<file path="src/sv/lkv_pkg.sv">
package lkv_pkg;

  localparam int ENTRIES = 16;
  localparam int KEY_W   = 32;
  localparam int VAL_W   = 32;
  localparam int CAP_W   = 5;
  localparam int AGE_W   = (ENTRIES > 1) ? $clog2(ENTRIES) : 1;
  localparam int CNT_W   = $clog2(ENTRIES + 1);
  localparam int ADDR_W  = 3;
  localparam int DATA_W  = 32;

  localparam logic [CAP_W-1:0] CAPACITY_RESET = CAP_W'(16);

  // Word index of the capacity register.
  localparam logic REG_CAPACITY = 1'b0;

  typedef enum logic {
    KIND_GET = 1'b0,
    KIND_SET = 1'b1
  } kind_t;

  typedef struct packed {
    logic               kind;
    logic signed [KEY_W-1:0] key;
    logic signed [VAL_W-1:0] value;
  } in_item_t;

  typedef struct packed {
    logic                    hit;
    logic signed [VAL_W-1:0] read_value;
  } out_item_t;

  typedef struct packed {
    logic               touch;
    logic               fill;
    logic               write_key;
    logic               write_value;
    logic [ENTRIES-1:0] targ_oh;
    logic [CNT_W-1:0]   old_age;
    logic               hit;
    logic [VAL_W-1:0]   read_value;
  } decision_t;

endpackage

</file>
<file path="src/sv/lru_key_value_cache.sv">
// A get passes through the input register and the result register, which shows
// its result for one cycle; sets give no result.
// Throughput: one item per cycle, busy is always low. The whole lookup, victim
// choice and recency update are combinational on the input register, against sixteen parallel comparators.
// Reset (synchronous, rst_n low): all entries invalid, use count zero, capacity 16.
// The receiver cannot stall: each result is shown for exactly one cycle.
module lru_key_value_cache (
  input  logic                        clk,
  input  logic                        rst_n,
  input  logic                        start,
  output logic                        busy,
  input  lkv_pkg::in_item_t           in_item,
  output logic                        out_valid,
  output lkv_pkg::out_item_t          out_item,
  input  logic                        psel,
  input  logic                        penable,
  input  logic                        pwrite,
  input  logic [lkv_pkg::ADDR_W-1:0]  paddr,
  input  logic [lkv_pkg::DATA_W-1:0]  pwdata,
  output logic [lkv_pkg::DATA_W-1:0]  prdata,
  output logic                        pready
);

  // The pipeline has two register stages: the input register and the result
  // register. The cache state itself is updated at the same edge that loads the
  // result register, so the next item, loaded into the input register at that edge, always sees the state
  // left by this one. No forwarding is needed and nothing ever stalls.
  logic                        req_vld_r;
  logic                        req_vld_nxt;
  lkv_pkg::in_item_t           req_r;
  logic                        out_valid_r;
  logic                        out_valid_nxt;
  lkv_pkg::out_item_t          out_item_r;
  lkv_pkg::out_item_t          out_item_nxt;

  logic [lkv_pkg::CNT_W-1:0]   cap_eff;
  logic [lkv_pkg::ENTRIES-1:0] valid;
  logic [lkv_pkg::KEY_W-1:0]   keys   [lkv_pkg::ENTRIES];
  logic [lkv_pkg::VAL_W-1:0]   values [lkv_pkg::ENTRIES];
  logic [lkv_pkg::AGE_W-1:0]   ages   [lkv_pkg::ENTRIES];
  logic [lkv_pkg::CNT_W-1:0]   used;
  lkv_pkg::decision_t          dec;

  // Every cycle can take an item.
  assign busy = 1'b0;

  // Capacity register and its APB access.
  lkv_cfg u_cfg (
    .clk         (clk),
    .rst_n       (rst_n),
    .psel        (psel),
    .penable     (penable),
    .pwrite      (pwrite),
    .paddr       (paddr),
    .pwdata      (pwdata),
    .prdata      (prdata),
    .pready      (pready),
    .cfg_cap_eff (cap_eff)
  );

  assign req_vld_nxt = start && !busy;

  always_ff @(posedge clk) begin
    if (!rst_n) begin
      req_vld_r <= 1'b0;
    end else begin
      req_vld_r <= req_vld_nxt;
    end
  end

  always_ff @(posedge clk) begin
    if (req_vld_nxt) begin
      req_r <= in_item;
    end
  end

  // Key compare, free slot and victim search, and the recency decision.
  // The least recent entry is the one whose rank equals the use count less one,
  // because the valid entries always hold each rank once.
  lkv_lookup u_lookup (
    .req_vld (req_vld_r),
    .req     (req_r),
    .valid   (valid),
    .keys    (keys),
    .values  (values),
    .ages    (ages),
    .used    (used),
    .cap     (cap_eff),
    .dec     (dec)
  );

  // Entry storage: keys, values and ranks are plain registers, one per slot;
  // only the valid bits and the use count are cleared by reset.
  lkv_store u_store (
    .clk      (clk),
    .rst_n    (rst_n),
    .dec      (dec),
    .wr_key   (req_r.key),
    .wr_value (req_r.value),
    .valid    (valid),
    .keys     (keys),
    .values   (values),
    .ages     (ages),
    .used     (used)
  );

  // Only a get gives a result item. A miss reads back all ones.
  assign out_valid_nxt           = req_vld_r && (req_r.kind == lkv_pkg::KIND_GET);
  assign out_item_nxt.hit        = dec.hit;
  assign out_item_nxt.read_value = dec.read_value;

  always_ff @(posedge clk) begin
    if (!rst_n) begin
      out_valid_r <= 1'b0;
    end else begin
      out_valid_r <= out_valid_nxt;
    end
  end

  always_ff @(posedge clk) begin
    if (out_valid_nxt) begin
      out_item_r <= out_item_nxt;
    end
  end

  assign out_valid = out_valid_r;
  assign out_item  = out_item_r;

endmodule

</file>
<file path="src/sv/lkv_cfg.sv">
module lkv_cfg (
  input  logic                              clk,
  input  logic                              rst_n,
  input  logic                              psel,
  input  logic                              penable,
  input  logic                              pwrite,
  input  logic [lkv_pkg::ADDR_W-1:0]        paddr,
  input  logic [lkv_pkg::DATA_W-1:0]        pwdata,
  output logic [lkv_pkg::DATA_W-1:0]        prdata,
  output logic                              pready,
  output logic [lkv_pkg::CNT_W-1:0]         cfg_cap_eff
);

  logic [lkv_pkg::CAP_W-1:0] cap_r;
  logic [lkv_pkg::CAP_W-1:0] cap_nxt;
  logic                      wr_en;

  assign pready = 1'b1;
  assign wr_en  = psel && penable && pwrite && (paddr[2] == lkv_pkg::REG_CAPACITY);

  always_comb begin
    cap_nxt = cap_r;
    if (wr_en) begin
      cap_nxt = pwdata[lkv_pkg::CAP_W-1:0];
    end
  end

  always_ff @(posedge clk) begin
    if (!rst_n) begin
      cap_r <= lkv_pkg::CAPACITY_RESET;
    end else begin
      cap_r <= cap_nxt;
    end
  end

  always_comb begin
    prdata = '0;
    if (paddr[2] == lkv_pkg::REG_CAPACITY) begin
      prdata = lkv_pkg::DATA_W'(cap_r);
    end
  end

  // A capacity above the entry count behaves as the entry count.
  assign cfg_cap_eff = (32'(cap_r) > lkv_pkg::ENTRIES) ? lkv_pkg::CNT_W'(lkv_pkg::ENTRIES)
                                                      : lkv_pkg::CNT_W'(cap_r);

endmodule

</file>
<file path="src/sv/lkv_lookup.sv">
module lkv_lookup (
  input  logic                               req_vld,
  input  lkv_pkg::in_item_t                  req,
  input  logic [lkv_pkg::ENTRIES-1:0]        valid,
  input  logic [lkv_pkg::KEY_W-1:0]          keys   [lkv_pkg::ENTRIES],
  input  logic [lkv_pkg::VAL_W-1:0]          values [lkv_pkg::ENTRIES],
  input  logic [lkv_pkg::AGE_W-1:0]          ages   [lkv_pkg::ENTRIES],
  input  logic [lkv_pkg::CNT_W-1:0]          used,
  input  logic [lkv_pkg::CNT_W-1:0]          cap,
  output lkv_pkg::decision_t                 dec
);

  logic [lkv_pkg::ENTRIES-1:0] match;
  logic [lkv_pkg::ENTRIES-1:0] free_oh;
  logic [lkv_pkg::ENTRIES-1:0] victim_oh;
  logic [lkv_pkg::AGE_W-1:0]   match_age;
  logic [lkv_pkg::VAL_W-1:0]   match_value;
  logic [lkv_pkg::CNT_W-1:0]   oldest;
  logic                        hit;
  logic                        is_set;
  logic                        room;
  logic                        fill;
  logic                        evict;

  assign oldest = used - lkv_pkg::CNT_W'(1);

  always_comb begin
    match_age   = '0;
    match_value = '0;
    for (int j = 0; j < lkv_pkg::ENTRIES; j++) begin
      match[j]     = valid[j] && (keys[j] == req.key);
      victim_oh[j] = valid[j] && (lkv_pkg::CNT_W'(ages[j]) == oldest);
      match_age    = match_age | (ages[j] & {lkv_pkg::AGE_W{match[j]}});
      match_value  = match_value | (values[j] & {lkv_pkg::VAL_W{match[j]}});
    end
  end

  // Lowest free slot: the lowest zero bit of the valid vector.
  assign free_oh = ~valid & (valid + lkv_pkg::ENTRIES'(1));

  assign hit    = |match;
  assign is_set = (req.kind == lkv_pkg::KIND_SET);
  assign room   = (used < cap);
  assign fill   = is_set && !hit && (cap != '0) && room;
  assign evict  = is_set && !hit && (cap != '0) && !room;

  always_comb begin
    dec             = '0;
    dec.hit         = hit;
    dec.read_value  = hit ? match_value : '1;
    dec.touch       = req_vld && (hit || fill || evict);
    dec.fill        = req_vld && fill;
    dec.write_key   = req_vld && (fill || evict);
    dec.write_value = req_vld && is_set && (hit || fill || evict);
    if (hit) begin
      dec.targ_oh = match;
      dec.old_age = lkv_pkg::CNT_W'(match_age);
    end else if (fill) begin
      dec.targ_oh = free_oh;
      dec.old_age = used;
    end else begin
      dec.targ_oh = victim_oh;
      dec.old_age = oldest;
    end
  end

endmodule

</file>
<file path="src/sv/lkv_store.sv">
module lkv_store (
  input  logic                               clk,
  input  logic                               rst_n,
  input  lkv_pkg::decision_t                 dec,
  input  logic [lkv_pkg::KEY_W-1:0]          wr_key,
  input  logic [lkv_pkg::VAL_W-1:0]          wr_value,
  output logic [lkv_pkg::ENTRIES-1:0]        valid,
  output logic [lkv_pkg::KEY_W-1:0]          keys   [lkv_pkg::ENTRIES],
  output logic [lkv_pkg::VAL_W-1:0]          values [lkv_pkg::ENTRIES],
  output logic [lkv_pkg::AGE_W-1:0]          ages   [lkv_pkg::ENTRIES],
  output logic [lkv_pkg::CNT_W-1:0]          used
);

  logic [lkv_pkg::ENTRIES-1:0] valid_r;
  logic [lkv_pkg::ENTRIES-1:0] valid_nxt;
  logic [lkv_pkg::CNT_W-1:0]   used_r;
  logic [lkv_pkg::CNT_W-1:0]   used_nxt;
  logic [lkv_pkg::KEY_W-1:0]   key_r   [lkv_pkg::ENTRIES];
  logic [lkv_pkg::VAL_W-1:0]   value_r [lkv_pkg::ENTRIES];
  logic [lkv_pkg::AGE_W-1:0]   age_r   [lkv_pkg::ENTRIES];

  assign valid_nxt = dec.fill ? (valid_r | dec.targ_oh) : valid_r;
  assign used_nxt  = dec.fill ? (used_r + lkv_pkg::CNT_W'(1)) : used_r;

  always_ff @(posedge clk) begin
    if (!rst_n) begin
      valid_r <= '0;
      used_r  <= '0;
    end else begin
      valid_r <= valid_nxt;
      used_r  <= used_nxt;
    end
  end

  // The touched slot becomes rank zero; every valid slot that was more recent
  // than it moves back by one rank.
  always_ff @(posedge clk) begin
    for (int j = 0; j < lkv_pkg::ENTRIES; j++) begin
      if (dec.touch) begin
        if (dec.targ_oh[j]) begin
          age_r[j] <= '0;
        end else if (valid_r[j] && (lkv_pkg::CNT_W'(age_r[j]) < dec.old_age)) begin
          age_r[j] <= age_r[j] + lkv_pkg::AGE_W'(1);
        end
      end
      if (dec.write_key && dec.targ_oh[j]) begin
        key_r[j] <= wr_key;
      end
      if (dec.write_value && dec.targ_oh[j]) begin
        value_r[j] <= wr_value;
      end
    end
  end

  assign valid  = valid_r;
  assign keys   = key_r;
  assign values = value_r;
  assign ages   = age_r;
  assign used   = used_r;

endmodule

</file>
<file path="config.mk">
export PLATFORM = sky130hd
export DESIGN_NAME = lru_key_value_cache
export DESIGN_NICKNAME = d
export VERILOG_FILES = /design/src/sv/lkv_pkg.sv /design/src/sv/lru_key_value_cache.sv /design/src/sv/lkv_cfg.sv /design/src/sv/lkv_lookup.sv /design/src/sv/lkv_store.sv
export SDC_FILE = /design/constraint.sdc
export NUM_CORES = 2
export LEC_CHECK = 0
export BUFFER_PORTS_ARGS = -buffer_cell sky130_fd_sc_hd__buf_2
export CAP_MARGIN = 15
export CORE_MARGIN = 3
export CORE_UTILIZATION = 30
export DETAILED_ROUTE_END_ITERATION = 6
export GPL_TIMING_DRIVEN = 0
export PLACE_DENSITY = 0.49
export SETUP_SLACK_MARGIN = 0.1
export SLEW_MARGIN = 20
export SYNTH_ARGS = -nofsm -noshare
export SYNTH_HDL_FRONTEND = slang
export SYNTH_SLANG_ARGS = --single-unit
</file>
<file path="constraint.sdc">
create_clock -name clk -period 5.1 [get_ports clk]
set_input_delay 1.02 -clock clk [delete_from_list [all_inputs] [get_ports clk]]
set_output_delay 1.02 -clock clk [all_outputs]
set_load 0.1 [all_outputs]
</file>
==> metrics.cfg <==
[final_layout]
syn2layout_area_growth_pct = 22.63
fin_nets = 4047
drive_gt1_share_pct = 19.63
fillCellCount = 16210
multi_input_area_um2 = 15480
regArea_um2 = 36170
finalInstanceArea_um2 = 63930

[global_route]
grt_pass1_wl_mm = 265.1
grt_overflow = 0
antenna_found_initial = 10
grt_util_all_layers_pct = 21.24
grt_max_degree = 38
first_global_vias = 31990

[timing]
fmax_mhz = 202.1
worst_pin_slew_ns = 1.283
period_share_pct = 97.03
setup_tns_ns = 0
slew_headroom_pct = 13.67
fin_crit_ns = 4.948
setup_viol = 0
setup_slack_ns = 0.1515
drv_slew = 0
rsz0062_at_grt = yes
hold_viol = 0
finClkSkew_ns = 0.03303

[worst_setup_path]
cpLargestDelayFamily = buffers and inverters
cpPeakStageDelay_ns = 0.46
crit_path_top_delay_cell = edfxtp_1
worstPathRequired_ns = 5.52
cp_common_cell = buf_12
worst-path-max-fanout = 10
worst-path-buf-inv = 8
crit_type = flop to flop
start_kind = flop
critPathCaptureType = flop
crit_arrival_ns = 5.36
path_cells = buf_16 > buf_6 > buf_12 > xnor2_2 > nand4_1 > nor4_4 > buf_4 > and3_1 > buf_12 > buf_12 > clkbuf_8 > a221oi_4 > nand4_1 > buf_4 > o21ai_4 > ha_1 > or3_1 > o21ai_0 > a31oi_1 > a21oi_1

[floorplan]
die_area_um2 = 178800
die_y_um = 422.9
start_util_pct = 30.29
die_w_um = 422.9
core_um2 = 172100
rows = 152
io_pins = 174

[yosys]
synth.distinct_cells = 80
mappedNetlistArea_um2 = 52130
synth_edf_count = 1186
synth_seq_area_share_pct = 69.39
syn_area_per_cell_um2 = 15.25
ys_warn_count = 0
synthArstFlopShare_pct = 0
synth_flop_cell = edfxtp_1
syn_inst = 3418
synth_seq_cells = 1214

[place]
numPortBuffers = 114
dp.final_hpwl_mm = 130.7
place.gp.congestion = 0.9024
pre_cts_ws_ns = -2.409
dpl-instance-area_um2 = 58100

[clock_tree]
clkSlewWorstSetupHoldPaths_ns = 0.07
worst_skew_pair.late_latency_ns = 0.77
cts.sink_count = 1214
htreeDepth = 3
clockRootBuffer = clkbuf_16
clockBufferDepth = 3
cts_tree = done
cts_buffers = 121

[min_path]
hp-class = input port to flop

[route]
drc = 0
antenna_left = 0
drt_iter0_markers = 4150
drtPass1Iterations = 5
wl_per_cell_um = 31.00
via_count = 33680
vias_per_cell = 5.350
finalWirelength_mm = 195.2

[power]
p_leak_nw = 20.09
peakVddDrop_mv = 0.2765
p_per_area_nw_per_um2 = 342.1

[status]
status = finished clean

[run]
maxCapViolCount = 0

layout make-up:
type | count | share of cell area, %
antenna | 2 | 0.007828
buffer | 189 | 2.646
clock buffer | 149 | 4.900
clock inverter | 71 | 1.031
inverter | 45 | 0.2642
multi-input combinational | 1991 | 24.21
sequential | 1214 | 56.58
tap | 2310 | 4.521
timing repair buffer | 325 | 5.832
stage by stage:
step	cells	utilization (%)	total power [mW]	hold slack (ns)
floorplan	3445	-	12.30	0.5012
global placement	5869	32.36	13.03	0.5564
detailed placement	5968	33.76	13.16	0.5614
CTS	6284	36.92	21.95	0.3517
global route	6294	37.14	22.45	0.3633
finish	6296	37.15	21.87	0.4238
synthesized netlist by cell type (56+ instances only):
library cell | number | area, µm²
nand3_1 | 82 | 410.4
a22oi_1 | 65 | 488.0
nand2_1 | 67 | 251.5
nor2_1 | 107 | 401.6
clkbuf_1 | 57 | 214.0
xnor2_1 | 492 | 4309
nand2b_1 | 71 | 444.2
a22o_1 | 105 | 919.6
a221oi_1 | 104 | 910.9
nand4_1 | 255 | 1595
edfxtp_1 | 1186 | 35610
xor2_1 | 95 | 832.1
and3_1 | 56 | 350.3
metal layers:
metal  wire [µm]  share of wire [%]  up-vias  track usage (%)
met3       15310                7.8      310            3.540
li1            -                  -    14290                -
met5          16             0.0082        -                0
met2       90070                 46     1612            33.86
met4        6748                3.5        2            6.780
met1       83010                 43    17470            29.52
cells in the final DEF, fill, tap and decap left out, types with 22 or more instances in the layout:
cell type,Yosys,final
a22o_1,105,105
nand4_1,255,255
o21a_1,26,26
conb_1,2,29
a221oi_1,104,102
buf_12,2,52
clkinv_2,0,23
clkbuf_1,57,59
ha_1,54,54
a22oi_1,65,65
edfxtp_1,1186,1186
nand3_1,82,81
clkinv_1,1,28
dfxtp_1,28,28
buf_4,50,141
buf_16,0,37
xor2_1,95,94
nor4_1,53,29
nor3_1,44,36
nand2_1,67,64
buf_2,27,126
xnor2_1,492,477
inv_1,42,42
and3_1,56,54
nand2b_1,71,71
nor2_1,107,91
clkbuf_16,0,123
buf_6,38,43
a21oi_1,44,30
buf_8,12,58
nor4_4,2,22
sequential cells by signal, indices dropped and copies added, names as in the netlist, 5 cells and up:
register	cells
req_r	65
u_store.values	512
u_store.used	5
out_item	33
u_store.ages	64
u_cfg.cap_r	5
u_store.valid	16
u_store.keys	512
path summary, 6_finish.rpt:
path / cells past startpoint / slack [ns] / startpoint / endpoint
setup / recovery: 20 / 0.15 / req_r[55] / u_store.ages[23]
hold / removal: 1 / 0.42 / in_item[33] / req_r[33]
setup reg to reg: 20 / 0.15 / req_r[55] / u_store.ages[23]
hold reg to reg: 2 / 0.56 / u_store.values[435] / out_item[19]
where the power goes:
| group | internal [mW] | switching [mW] | leakage (nW) |
|---|---|---|---|
| clock | 4.90 | 3.92 | 1.85 |
| sequential | 11.1 | 0.130 | 10.8 |
| combinational | 0.600 | 1.26 | 7.42 |
kinds of logic after synthesis:
family / Yosys count / share of synthesized area (%)
buffers and inverters: 241 / 3.029
multiplexers: 6 / 0.1152
other: 2 / 0.01441
flip-flops: 1214 / 69.39
AND/OR/NAND/NOR: 841 / 9.221
XOR/XNOR: 587 / 9.862
AO/OA/AOI/OAI: 473 / 7.075
adder cells (fa/ha/maj): 54 / 1.296
timing repair:
item                       in CTS  in global routing
hold buffers                    0                  0
resized for setup             154                 60
setup endpoints to repair    1169                612
setup buffers                 101                 11
gates cloned                    1                  0
pin swaps                      37                 16
(Power assumes the default switching activity.)
